===== src/hdl/dmxrdm_pkg.sv =====
package dmxrdm_pkg;

  // Counting and header capture
  localparam int unsigned CNT_W       = 10;
  localparam int unsigned HEAD_DEPTH  = 8;
  localparam int unsigned HEAD_IDX_W  = 3;
  localparam logic [CNT_W-1:0] COUNT_LIMIT = 10'd519;

  // Event codes
  localparam logic [1:0] ACT_BYTE    = 2'd0;
  localparam logic [1:0] ACT_BREAK   = 2'd1;
  localparam logic [1:0] ACT_ERROR   = 2'd2;
  localparam logic [1:0] ACT_TX_DONE = 2'd3;

  // Packet kinds
  localparam logic [2:0] KIND_NONE    = 3'd0;
  localparam logic [2:0] KIND_DMX     = 3'd1;
  localparam logic [2:0] KIND_RDM     = 3'd2;
  localparam logic [2:0] KIND_DISC    = 3'd3;
  localparam logic [2:0] KIND_UNKNOWN = 3'd4;
  localparam logic [2:0] KIND_ERROR   = 3'd5;

  // Port modes
  localparam logic [2:0] MODE_OFF         = 3'd0;
  localparam logic [2:0] MODE_DMX_OUT     = 3'd1;
  localparam logic [2:0] MODE_DMX_OUT_BLK = 3'd2;
  localparam logic [2:0] MODE_DMX_IN      = 3'd3;
  localparam logic [2:0] MODE_RDM_OUT     = 3'd4;
  localparam logic [2:0] MODE_RDM_IN      = 3'd5;
  localparam logic [2:0] MODE_DMX_RDM_IN  = 3'd6;
  localparam logic [2:0] MODE_UNUSED      = 3'd7;

  // Start codes and discovery preamble bytes
  localparam logic [7:0] SC_DMX       = 8'h00;
  localparam logic [7:0] SC_RDM       = 8'hCC;
  localparam logic [7:0] DISC_PRE     = 8'hFE;
  localparam logic [7:0] DISC_SEP     = 8'hAA;
  localparam logic [3:0] DISC_PRE_MIN = 4'd5;

  // Byte positions that trigger classification
  localparam logic [CNT_W-1:0] POS_START_CODE = 10'd2;
  localparam logic [CNT_W-1:0] POS_DISC_CHECK = 10'd7;
  localparam int unsigned      POS_RDM_LEN    = 2;

  // Configuration port
  localparam int unsigned CFG_IDX_W  = 2;
  localparam int unsigned CFG_DATA_W = 10;
  localparam logic [CFG_IDX_W-1:0] REG_PORT_MODE   = 2'd0;
  localparam logic [CFG_IDX_W-1:0] REG_START_ADDR  = 2'd1;
  localparam logic [CFG_IDX_W-1:0] REG_CHAN_COUNT  = 2'd2;
  localparam logic [CFG_IDX_W-1:0] REG_DELAY_EN    = 2'd3;

  typedef struct packed {
    logic [2:0]       port_mode;
    logic [CNT_W-1:0] dmx_start_address;
    logic [CNT_W-1:0] dmx_channel_count;
    logic             packet_delay_enable;
  } cfg_t;

  typedef struct packed {
    logic [1:0] action;
    logic [7:0] data_byte;
    logic       transmitting;
  } in_t;

  typedef struct packed {
    logic             packet_done;
    logic [2:0]       packet_kind;
    logic             store_write;
    logic [CNT_W-1:0] store_index;
    logic             receive_armed;
    logic             timer_restart;
    logic             send_permit;
    logic             send_delay_start;
    logic             send_timeout_stop;
  } out_t;

endpackage


===== src/hdl/dmxrdm_cfg_regs.sv =====
module dmxrdm_cfg_regs (
  input  logic                               clk,
  input  logic                               rst_n,
  input  logic                               cfg_we,
  input  logic [dmxrdm_pkg::CFG_IDX_W-1:0]   cfg_idx,
  input  logic [dmxrdm_pkg::CFG_DATA_W-1:0]  cfg_wdata,
  output dmxrdm_pkg::cfg_t                   cfg
);

  dmxrdm_pkg::cfg_t cfg_r;

  // Register file, written one field at a time
  always_ff @(posedge clk) begin
    if (!rst_n) begin
      cfg_r.port_mode           <= dmxrdm_pkg::MODE_OFF;
      cfg_r.dmx_start_address   <= 10'd1;
      cfg_r.dmx_channel_count   <= 10'd16;
      cfg_r.packet_delay_enable <= 1'b1;
    end else if (cfg_we) begin
      unique case (cfg_idx)
        dmxrdm_pkg::REG_PORT_MODE:  cfg_r.port_mode           <= cfg_wdata[2:0];
        dmxrdm_pkg::REG_START_ADDR: cfg_r.dmx_start_address   <= cfg_wdata[9:0];
        dmxrdm_pkg::REG_CHAN_COUNT: cfg_r.dmx_channel_count   <= cfg_wdata[9:0];
        dmxrdm_pkg::REG_DELAY_EN:   cfg_r.packet_delay_enable <= cfg_wdata[0];
        default: ;
      endcase
    end
  end

  assign cfg = cfg_r;

endmodule


===== src/hdl/dmxrdm_core.sv =====
module dmxrdm_core (
  input  logic              clk,
  input  logic              rst_n,
  input  dmxrdm_pkg::cfg_t  cfg,
  input  logic              step,
  input  dmxrdm_pkg::in_t   item,
  output dmxrdm_pkg::out_t  res
);

  localparam int unsigned CW = dmxrdm_pkg::CNT_W;

  // Framing state
  logic [CW-1:0]  cnt_r, cnt_nxt;
  logic           brk_r, brk_nxt;
  logic [2:0]     kind_r, kind_nxt;
  logic           recv_r, recv_nxt;
  logic [dmxrdm_pkg::HEAD_DEPTH-1:0][7:0] head_r, head_nxt;

  logic [dmxrdm_pkg::HEAD_DEPTH-1:0][7:0] head_eff;
  logic [CW:0]    cnt_inc;
  logic [CW-1:0]  cnt_sat;
  logic [CW:0]    dmx_end;
  logic [CW:0]    rdm_end;
  logic [3:0]     fe_cnt;
  logic           disc_hit;
  logic           done;
  logic           do_tx;

  // Header bytes as they look once the current byte lands
  always_comb begin
    head_eff = head_r;
    if (cnt_r < CW'(dmxrdm_pkg::HEAD_DEPTH)) begin
      head_eff[cnt_r[dmxrdm_pkg::HEAD_IDX_W-1:0]] = item.data_byte;
    end
  end

  // Discovery response: an AA after at least five FE bytes
  always_comb begin
    fe_cnt   = '0;
    disc_hit = 1'b0;
    for (int i = 0; i < dmxrdm_pkg::HEAD_DEPTH; i++) begin
      if (fe_cnt >= dmxrdm_pkg::DISC_PRE_MIN && head_eff[i] == dmxrdm_pkg::DISC_SEP) begin
        disc_hit = 1'b1;
      end
      if (head_eff[i] == dmxrdm_pkg::DISC_PRE && fe_cnt < dmxrdm_pkg::DISC_PRE_MIN) begin
        fe_cnt = fe_cnt + 4'd1;
      end
    end
  end

  // Saturating count and packet end points
  assign cnt_inc = {1'b0, cnt_r} + (CW+1)'(1);
  assign cnt_sat = (cnt_inc > {1'b0, dmxrdm_pkg::COUNT_LIMIT}) ?
                   dmxrdm_pkg::COUNT_LIMIT : cnt_inc[CW-1:0];
  assign dmx_end = {1'b0, cfg.dmx_start_address} + {1'b0, cfg.dmx_channel_count};
  assign rdm_end = (CW+1)'(head_eff[dmxrdm_pkg::POS_RDM_LEN]) + (CW+1)'(2);

  // Per-event next state and result
  always_comb begin
    cnt_nxt  = cnt_r;
    brk_nxt  = brk_r;
    kind_nxt = kind_r;
    recv_nxt = recv_r;
    head_nxt = head_r;
    done     = 1'b0;
    do_tx    = 1'b0;
    res      = '0;

    unique case (item.action)
      dmxrdm_pkg::ACT_BYTE: begin
        if (recv_r) begin
          res.store_write = 1'b1;
          res.store_index = cnt_r;
          head_nxt        = head_eff;
          if (cnt_r == dmxrdm_pkg::POS_START_CODE) begin
            if (brk_r) begin
              if (head_eff[0] == dmxrdm_pkg::SC_DMX) begin
                kind_nxt = dmxrdm_pkg::KIND_DMX;
              end else if (head_eff[0] == dmxrdm_pkg::SC_RDM) begin
                kind_nxt = dmxrdm_pkg::KIND_RDM;
              end else begin
                kind_nxt = dmxrdm_pkg::KIND_UNKNOWN;
              end
            end
          end else if (cnt_r == dmxrdm_pkg::POS_DISC_CHECK && !brk_r &&
                       cfg.port_mode == dmxrdm_pkg::MODE_RDM_OUT) begin
            kind_nxt = disc_hit ? dmxrdm_pkg::KIND_DISC : dmxrdm_pkg::KIND_UNKNOWN;
          end
          cnt_nxt           = cnt_sat;
          recv_nxt          = (cfg.port_mode != dmxrdm_pkg::MODE_OFF);
          res.timer_restart = 1'b1;
          if (kind_nxt == dmxrdm_pkg::KIND_RDM) begin
            done = ({1'b0, cnt_sat} >= rdm_end);
          end else if (kind_nxt == dmxrdm_pkg::KIND_DMX) begin
            done = ({1'b0, cnt_sat} >= dmx_end);
          end
          if (done) begin
            cnt_nxt         = '0;
            recv_nxt        = 1'b0;
            res.packet_done = 1'b1;
          end
        end
      end
      dmxrdm_pkg::ACT_BREAK: begin
        head_nxt = '0;
        kind_nxt = dmxrdm_pkg::KIND_NONE;
        cnt_nxt  = '0;
        recv_nxt = 1'b1;
        brk_nxt  = 1'b1;
      end
      dmxrdm_pkg::ACT_ERROR: begin
        if (!item.transmitting) begin
          kind_nxt          = dmxrdm_pkg::KIND_ERROR;
          cnt_nxt           = cnt_sat;
          recv_nxt          = (cfg.port_mode != dmxrdm_pkg::MODE_OFF);
          res.timer_restart = 1'b1;
        end else begin
          recv_nxt = 1'b0;
          do_tx    = 1'b1;
        end
      end
      dmxrdm_pkg::ACT_TX_DONE: begin
        do_tx = 1'b1;
      end
    endcase

    // Transmit completion handling per port mode
    if (do_tx) begin
      unique case (cfg.port_mode)
        dmxrdm_pkg::MODE_DMX_OUT: begin
          res.send_timeout_stop = 1'b1;
          if (cfg.packet_delay_enable) begin
            cnt_nxt              = '0;
            recv_nxt             = 1'b1;
            res.send_delay_start = 1'b1;
          end else begin
            res.send_permit = 1'b1;
          end
        end
        dmxrdm_pkg::MODE_RDM_OUT,
        dmxrdm_pkg::MODE_RDM_IN,
        dmxrdm_pkg::MODE_DMX_RDM_IN: begin
          kind_nxt = dmxrdm_pkg::KIND_NONE;
          brk_nxt  = 1'b0;
          cnt_nxt  = '0;
          recv_nxt = 1'b1;
        end
        default: ;
      endcase
    end

    res.packet_kind   = kind_nxt;
    res.receive_armed = recv_nxt;
  end

  // State registers, updated once per processed transaction
  always_ff @(posedge clk) begin
    if (!rst_n) begin
      cnt_r  <= '0;
      brk_r  <= 1'b0;
      kind_r <= dmxrdm_pkg::KIND_NONE;
      recv_r <= 1'b0;
      head_r <= '0;
    end else if (step) begin
      cnt_r  <= cnt_nxt;
      brk_r  <= brk_nxt;
      kind_r <= kind_nxt;
      recv_r <= recv_nxt;
      head_r <= head_nxt;
    end
  end

`ifndef SYNTHESIS
  a_done_closes: assert property (@(posedge clk) disable iff (!rst_n)
    step && res.packet_done |=> cnt_r == '0 && !recv_r)
    else $error("packet_done did not close reception");

  a_cnt_limit: assert property (@(posedge clk) disable iff (!rst_n)
    cnt_r <= dmxrdm_pkg::COUNT_LIMIT)
    else $error("byte count above limit");

  a_break_rearm: assert property (@(posedge clk) disable iff (!rst_n)
    step && item.action == dmxrdm_pkg::ACT_BREAK |=>
      brk_r && recv_r && cnt_r == '0 && kind_r == dmxrdm_pkg::KIND_NONE)
    else $error("break did not restart framing");

  a_store_armed: assert property (@(posedge clk) disable iff (!rst_n)
    step && res.store_write |-> recv_r && item.action == dmxrdm_pkg::ACT_BYTE)
    else $error("store without armed byte");
`endif

endmodule


===== src/hdl/dmx_rdm_receive_framer_top.sv =====
// Channel | Handshake          | Payload
// input   | in_valid/in_stall  | in_item  (dmxrdm_pkg::in_t)
// result  | out_valid/out_stall| out_item (dmxrdm_pkg::out_t)
// config  | cfg_we             | cfg_idx, cfg_wdata
//
// One transaction per cycle sustained while out_stall stays low; a result passes from
// the input register through the framing logic into the result register, from which
// it leaves when out_stall is low.
// rst_n is synchronous: it clears framing state and loads register defaults.
// A stalled result holds; the input register keeps taking transactions until
// both it and the result register are full.
module dmx_rdm_receive_framer_top (
  input  logic                               clk,
  input  logic                               rst_n,
  input  logic                               in_valid,
  output logic                               in_stall,
  input  dmxrdm_pkg::in_t                    in_item,
  output logic                               out_valid,
  input  logic                               out_stall,
  output dmxrdm_pkg::out_t                   out_item,
  input  logic                               cfg_we,
  input  logic [dmxrdm_pkg::CFG_IDX_W-1:0]   cfg_idx,
  input  logic [dmxrdm_pkg::CFG_DATA_W-1:0]  cfg_wdata
);

  dmxrdm_pkg::cfg_t  cfg;
  dmxrdm_pkg::in_t   in_item_r;
  dmxrdm_pkg::out_t  out_item_r;
  dmxrdm_pkg::out_t  res;
  logic              in_valid_r;
  logic              out_valid_r;
  logic              advance;

  dmxrdm_cfg_regs u_cfg (
    .clk       (clk),
    .rst_n     (rst_n),
    .cfg_we    (cfg_we),
    .cfg_idx   (cfg_idx),
    .cfg_wdata (cfg_wdata),
    .cfg       (cfg)
  );

  dmxrdm_core u_core (
    .clk   (clk),
    .rst_n (rst_n),
    .cfg   (cfg),
    .step  (advance),
    .item  (in_item_r),
    .res   (res)
  );

  // Move the held transaction into the result register when it has room
  assign advance  = in_valid_r && (!out_valid_r || !out_stall);
  assign in_stall = in_valid_r && out_valid_r && out_stall;

  // Input register
  always_ff @(posedge clk) begin
    if (!rst_n) begin
      in_valid_r <= 1'b0;
    end else if (in_valid && !in_stall) begin
      in_valid_r <= 1'b1;
    end else if (advance) begin
      in_valid_r <= 1'b0;
    end
  end

  always_ff @(posedge clk) begin
    if (in_valid && !in_stall) begin
      in_item_r <= in_item;
    end
  end

  // Result register
  always_ff @(posedge clk) begin
    if (!rst_n) begin
      out_valid_r <= 1'b0;
    end else if (advance) begin
      out_valid_r <= 1'b1;
    end else if (!out_stall) begin
      out_valid_r <= 1'b0;
    end
  end

  always_ff @(posedge clk) begin
    if (advance) begin
      out_item_r <= res;
    end
  end

  assign out_valid = out_valid_r;
  assign out_item  = out_item_r;

endmodule

===== config.mk =====
export PLATFORM = sky130hd
export DESIGN_NAME = dmx_rdm_receive_framer_top
export DESIGN_NICKNAME = d
export VERILOG_FILES = /design/src/hdl/dmxrdm_pkg.sv /design/src/hdl/dmxrdm_cfg_regs.sv /design/src/hdl/dmxrdm_core.sv /design/src/hdl/dmx_rdm_receive_framer_top.sv
export SDC_FILE = /design/constraint.sdc
export NUM_CORES = 1
export LEC_CHECK = 0
export BUFFER_PORTS_ARGS = -buffer_cell sky130_fd_sc_hd__buf_2
export CAP_MARGIN = 10
export CORE_MARGIN = 4
export CORE_UTILIZATION = 40
export DETAILED_ROUTE_END_ITERATION = 10
export PLACE_DENSITY = 0.64
export SETUP_SLACK_MARGIN = 0.1
export SLEW_MARGIN = 20
export SYNTH_ARGS = -nofsm -noshare
export SYNTH_HDL_FRONTEND = slang
export SYNTH_SLANG_ARGS = --single-unit

===== constraint.sdc =====
create_clock -name clk -period 7.03 [get_ports clk]
set_input_delay 1.406 -clock clk [delete_from_list [all_inputs] [get_ports clk]]
set_output_delay 1.406 -clock clk [all_outputs]
set_load 0.02 [all_outputs]

==> results of run 1 <==
[worst max-delay path, delay by kind of cell (launching register included)]
kind            cells  cell delay, ps
buf+inv             4             420
simple gates        7            1700
fa+ha+maj           3             860
mux                 3             870
xor+xnor            1             280
compound gates      7            1700
flops               1             400
[area by class of cell]
| type | instances | area share, % |
|---|---|---|
| Sequential cell | 136 | 34.2 |
| Clock buffer | 18 | 4.96 |
| Clock inverter | 14 | 1.40 |
| Timing Repair Buffer | 62 | 3.87 |
| Tap cell | 260 | 3.67 |
| Multi-Input combinational cell | 683 | 50.5 |
| Inverter | 32 | 1.36 |
[cells in the mapped netlist (16+ instances only)]
| cell | instances |
|---|---|
| mux2i_1 | 29 |
| nor3_1 | 20 |
| clkbuf_1 | 41 |
| ha_1 | 44 |
| o21ai_0 | 34 |
| a21oi_1 | 42 |
| edfxtp_1 | 31 |
| dfxtp_1 | 105 |
| and3_1 | 16 |
| nor2_1 | 137 |
| nand3_1 | 21 |
| nand2_1 | 62 |
| inv_1 | 31 |
| a22oi_1 | 65 |
| and2_1 | 16 |
[layout by cell type, fill, tap and decap left out, drive strengths merged, types with 10 or more instances in the layout]
| cell | Yosys | final |
|---|---|---|
| a21o | 10 | 10 |
| nand3 | 21 | 21 |
| nor3 | 20 | 20 |
| dfxtp | 105 | 105 |
| a22oi | 65 | 65 |
| clkbuf | 41 | 18 |
| nor4 | 12 | 12 |
| xnor2 | 15 | 15 |
| and3 | 16 | 16 |
| nand2 | 62 | 62 |
| a21oi | 44 | 44 |
| and2 | 16 | 16 |
| ha | 44 | 44 |
| edfxtp | 31 | 31 |
| mux2i | 29 | 29 |
| o21ai | 42 | 42 |
| buf | 8 | 62 |
| inv | 32 | 36 |
| nand4 | 15 | 15 |
| nor2 | 137 | 137 |
[sequential cells by signal, summed over array words and instances (netlist names)]
| signal | cells |
|---|---|
| u_core.head_r | 64 |
| u_core.brk_r | 1 |
| in_valid_r | 1 |
| u_core.recv_r | 1 |
| in_item_r | 11 |
| u_core.kind_r | 3 |
| out_item | 20 |
| out_valid | 1 |
| u_core.cnt_r | 10 |
| u_cfg.cfg | 24 |
[per-stage QoR]
stage | utilization (%) | instance area, um^2
5_1_grt | 46.7 | 8860
3_3_place_gp | 43.7 | 8280
2_1_floorplan | - | 7810
6_report | 46.7 | 8860
3_5_place_dp | 43.7 | 8280
4_1_cts | 46.7 | 8840
[routing by layer]
layer  wire, um  part of all wire (%)  vias up  global-route usage (%)
li1           -                     -     3355                       -
met1       9500                    47     3209                    24.8
met2       9420                    46      176                    30.4
met3        943                   4.6       30                    3.89
met4        485                   2.4        0                    6.62
met5          0                     0        -                       0
[worst paths after layout]
check,start,endpoint,slack (ps)
max,u_core.cnt_r[3]$_SDFFE_PN0P_,out_item[17]$_DFFE_PP_,650
min,u_cfg.cfg[10]$_SDFFE_PN0P_,u_cfg.cfg[10]$_SDFFE_PN0P_,460
min reg2reg,u_cfg.cfg[10]$_SDFFE_PN0P_,u_cfg.cfg[10]$_SDFFE_PN0P_,460
max reg2reg,u_core.cnt_r[3]$_SDFFE_PN0P_,out_item[17]$_DFFE_PP_,650
[report_power, final]
part | internal, uW | total [uW] | switching [uW] | leakage, uW
clock network | 497 | 853 | 355 | 0.000266
registers | 818 | 837 | 18.7 | 0.00115
logic | 66.2 | 187 | 121 | 0.00207
total | 1380 | 1880 | 495 | 0.00349
[kinds of logic (layout without fill, tap and decap cells)]
| kind of cell | after synthesis | in the layout | synth area share [%] |
|---|---|---|---|
| compound gates | 219 | 219 | 19.3 |
| xor+xnor | 22 | 22 | 2.47 |
| fa+ha+maj | 45 | 45 | 7.31 |
| buf+inv | 81 | 126 | 4.04 |
| flops | 136 | 136 | 38.8 |
| mux | 38 | 38 | 5.02 |
| simple gates | 359 | 359 | 23.0 |
==> impl_metrics.json, run 1 <==
{
  "outcome": "finished clean",
  "die_y_um": 148,
  "cp-end-kind": "register",
  "crit_type": "register to register",
  "synth_top_area_share_pct": 26.9,
  "yosysWarnings": 0,
  "rsz0062_at_grt": "false",
  "n_antenna_cell": 0,
  "holdWs_ps": 459,
  "ctsLongestPathBuffers": 2,
  "fin_total_pwr_uw": 1880,
  "crit_required_ps": 7300,
  "cts_tree": "done",
  "io_pins": 50,
  "path_clk_slew_ps": 60,
  "h-tree-depth": 4,
  "slew_viol_final": 0,
  "synthesis.area_mm2": 0.00781,
  "antenna_found_initial": 0,
  "timing.final.crit_share_pct": 90.8,
  "clock_sinks": 136,
  "startpoint_type": "register",
  "cts_resized": 0,
  "clockRootBuffer": "clkbuf_16",
  "wl_per_cell_um": 16.9,
  "drt_wl_total_um": 20300,
  "async_reset_ff_share_pct": 0,
  "dp_hpwl_um": 14300,
  "leakagePower_uw": 0.00349,
  "via_per_inst": 5.62,
  "grt_pass1_vias": 6451,
  "postSynthAreaPerCell_um2": 8.67,
  "multi_input_area_mm2": 0.00448,
  "grt_usage_pct": 18.8,
  "postCtsSetupBuffers": 0,
  "synth_cells": 900,
  "place.gp.congestion": 0.970,
  "ctsHoldBuffers": 0,
  "drv_cap": 0,
  "reg2reg_depth": 25,
  "first_iter_violations": 442,
  "n_fill_cell": 1848,
  "core-area_mm2": 0.0190,
  "ys_ff_latch": 136,
  "fmax_mhz": 157,
  "die-area_mm2": 0.0218,
  "path_max_fanout": 10,
  "irDropWorstVdd_uv": 150,
  "grt_max_degree": 77,
  "nNetsFinal": 1005,
  "hold_depth": 2,
  "drive_above_1_share_pct": 12.7,
  "drtAntennaViolNets": 0,
  "slowest_delay_ps": 730,
  "pre_cts_ws_ps": 563,
  "num_vias": 6770,
  "slew-limit-headroom_pct": 44.5,
  "numPortBuffers": 49,
  "synth_largest_area_cell": "dfxtp_1",
  "insertion_delay_ps": 430,
  "final_cells": 1205,
  "skew_ps": 10.9,
  "initial_core_util_pct": 41.2,
  "finalSetupViolCount": 0,
  "die_w_um": 148,
  "row_count": 50,
  "synth_edf_count": 31,
  "synthTopCellsByArea": "dfxtp_1 27%, edfxtp_1 12%, ha_1 7.1%, nor2_1 6.6%, a22oi_1 6.3%",
  "area_growth_pct": 13.5,
  "syn-num-nets": 973,
  "finalHoldViolCount": 0,
  "ys.flop_type": "dfxtp_1",
  "ys_seq_area_share_pct": 38.8,
  "synth_cell_type_count": 73,
  "grt_overflow": 0,
  "slowest_stage": "or4_1",
  "tightest_slew_ps": 833,
  "dp_cells": 1173,
  "powerDensity_mw_per_mm2": 212,
  "area.sequential_mm2": 0.00303,
  "fin_setup_tns_ps": 0,
  "cts_made_buffers": 17,
  "drc_errors": 0,
  "setup_ws_ps": 645,
  "drt-pass1-iter-count": 6,
  "worstPathArrival_ps": 6650,
  "grt_pass1_wl_um": 33100,
  "post-route-min-period_ps": 6380,
  "hold_class": "register to register"
}
(Power assumes the default switching activity.)
==> run 2: changes to the inputs <==
Settings changed: ABC_CLOCK_PERIOD_IN_PS from default to 7030, CORE_UTILIZATION 40 to 45, PLACE_DENSITY 0.64 to 0.7.
==> impl_metrics.json, run 2 (synthesized netlist as in run 1, its figures left out) <==
{
  "outcome": "finished clean",
  "post-route-min-period_ps": 6380,
  "row_count": 47,
  "grt_max_degree": 57,
  "dr_wl_met2_um": 9470,
  "slew_viol_final": 0,
  "initial_core_util_pct": 46.4,
  "leakagePower_uw": 0.00350,
  "slew-limit-headroom_pct": 35.5,
  "via_per_inst": 5.89,
  "grt_pass1_wl_um": 33500,
  "grt_pass1_vias": 6536,
  "slowest_stage": "or4_4",
  "area_growth_pct": 13.1,
  "place.gp.congestion": 0.985,
  "drt_wl_total_um": 20400,
  "dp_cells": 1132,
  "final_cell_mix": "137 x nor2_1, 105 x dfxtp_1, 65 x a22oi_1",
  "finalHoldViolCount": 0,
  "powerDensity_mw_per_mm2": 218,
  "ctsLongestPathBuffers": 2,
  "setup_ws_ps": 653,
  "mostFrequentLayoutCell": "nor2_1",
  "antenna_found_initial": 0,
  "postCtsSetupBuffers": 0,
  "final_area_mm2": 0.00883,
  "slowest_delay_ps": 640,
  "drtAntennaViolNets": 0,
  "worstPathArrival_ps": 6640,
  "regMostFlops": "u_core.head_r",
  "path_clk_slew_ps": 60,
  "final_cells": 1164,
  "numPortBuffers": 49,
  "cp-end-kind": "register",
  "n_fill_cell": 1588,
  "finalSetupViolCount": 0,
  "pre_cts_ws_ps": 551,
  "die_y_um": 140,
  "insertion_delay_ps": 430,
  "path_max_fanout": 10,
  "die-area_mm2": 0.0195,
  "drt-pass1-iter-count": 5,
  "num_vias": 6852,
  "fin_setup_tns_ps": 0,
  "h-tree-depth": 4,
  "dr_wl_met3_um": 1130,
  "timing.final.crit_share_pct": 90.7,
  "nNetsFinal": 1004,
  "skew_ps": 12.6,
  "holdWs_ps": 458,
  "clock_sinks": 136,
  "wl_per_cell_um": 17.5,
  "largest_reg_flops": 64,
  "io_pins": 50,
  "cts_made_buffers": 17,
  "drc_errors": 0,
  "dp_hpwl_um": 14200,
  "core-area_mm2": 0.0168,
  "n_antenna_cell": 0,
  "tightest_slew_ps": 965,
  "drv_cap": 0,
  "crit_type": "register to register",
  "crit_chain": "or4_4 -> nor3_2 -> and2_1 -> mux2i_1 -> inv_1 -> ha_1 -> nand2_1 -> nor4_1 -> mux2i_1 -> o211ai_1 -> nand3_1 -> ha_1 -> o32a_4 -> xnor2_1 -> inv_1 -> ha_1 -> inv_1 -> nor2_1 -> a22o_1 -> mux2_2 -> a311oi_1 -> a211o_1 -> a21boi_1 -> o21ai_1",
  "grt_overflow": 0,
  "fmax_mhz": 157,
  "die_w_um": 140,
  "hold_class": "register to register",
  "crit_required_ps": 7290,
  "rsz0062_at_grt": "false",
  "first_iter_violations": 579,
  "ctsHoldBuffers": 0,
  "place_area_mm2": 0.00822,
  "grt_usage_pct": 21.0,
  "cts_tree": "done",
  "clockRootBuffer": "clkbuf_16",
  "dr.max_layer_used": "met4",
  "irDropWorstVdd_uv": 181,
  "met1_length_um": 9160,
  "startpoint_type": "register",
  "drive_above_1_share_pct": 12.4
}
-- run 2: cell type report --
class / instances / area (um^2) / share of cell area [%]
inverter: 32 / 120 / 1.36
multi-input combinational: 683 / 4470 / 50.6
clock buffer: 24 / 514 / 5.82
clock inverter: 8 / 86.3 / 0.977
sequential: 136 / 3030 / 34.3
tap: 220 / 275 / 3.12
timing repair buffer: 61 / 335 / 3.80
-- run 2: through the flow --
stage          utilization, %  total power, uW
2_1_floorplan               -              977
3_3_place_gp             48.9             1030
4_1_cts                  52.5             1930
5_1_grt                  52.5             2000
6_report                 52.5             1920
3_5_place_dp             48.9             1040
-- run 2: path summary, 6_finish.rpt --
check	startpoint	to	slack, ps	cells after the start
worst min-delay path	u_cfg.cfg[8]$_SDFFE_PN0P_	u_cfg.cfg[8]$_SDFFE_PN0P_	460	2
worst max register to register	u_core.cnt_r[3]$_SDFFE_PN0P_	out_item[17]$_DFFE_PP_	650	24
worst min register to register	u_cfg.cfg[8]$_SDFFE_PN0P_	u_cfg.cfg[8]$_SDFFE_PN0P_	460	2
worst max-delay path	u_core.cnt_r[3]$_SDFFE_PN0P_	out_item[17]$_DFFE_PP_	650	24
-- run 2: layer usage --
metal  GRT usage, %  up-vias
li1               -     3356
met1           27.2     3249
met2           34.0      207
met3           3.91       40
met4           9.38        0
met5              0        -
-- run 2: repair_timing --
item | in CTS | in global routing
resized for setup | 0 | 2
endpoints found under the setup margin | 0 | 6
endpoints found under the hold margin | 0 | 0
-- run 2: critical path, delay by kind of cell, from the launching register on --
family                     cells  cell delay [ps]
and+or+nand+nor                7             1690
xor gates and xnor gates       1              320
DFF                            1              400
AOI/OAI and AO/OA              7             1850
adders and majority gates      3              860
muxes                          3              840
buffers and inverters          3              250
-- run 2: report_power, final --
group / internal [uW] / switching, uW
logic: 66.0 / 120
registers: 818 / 19.3
clock network: 551 / 348
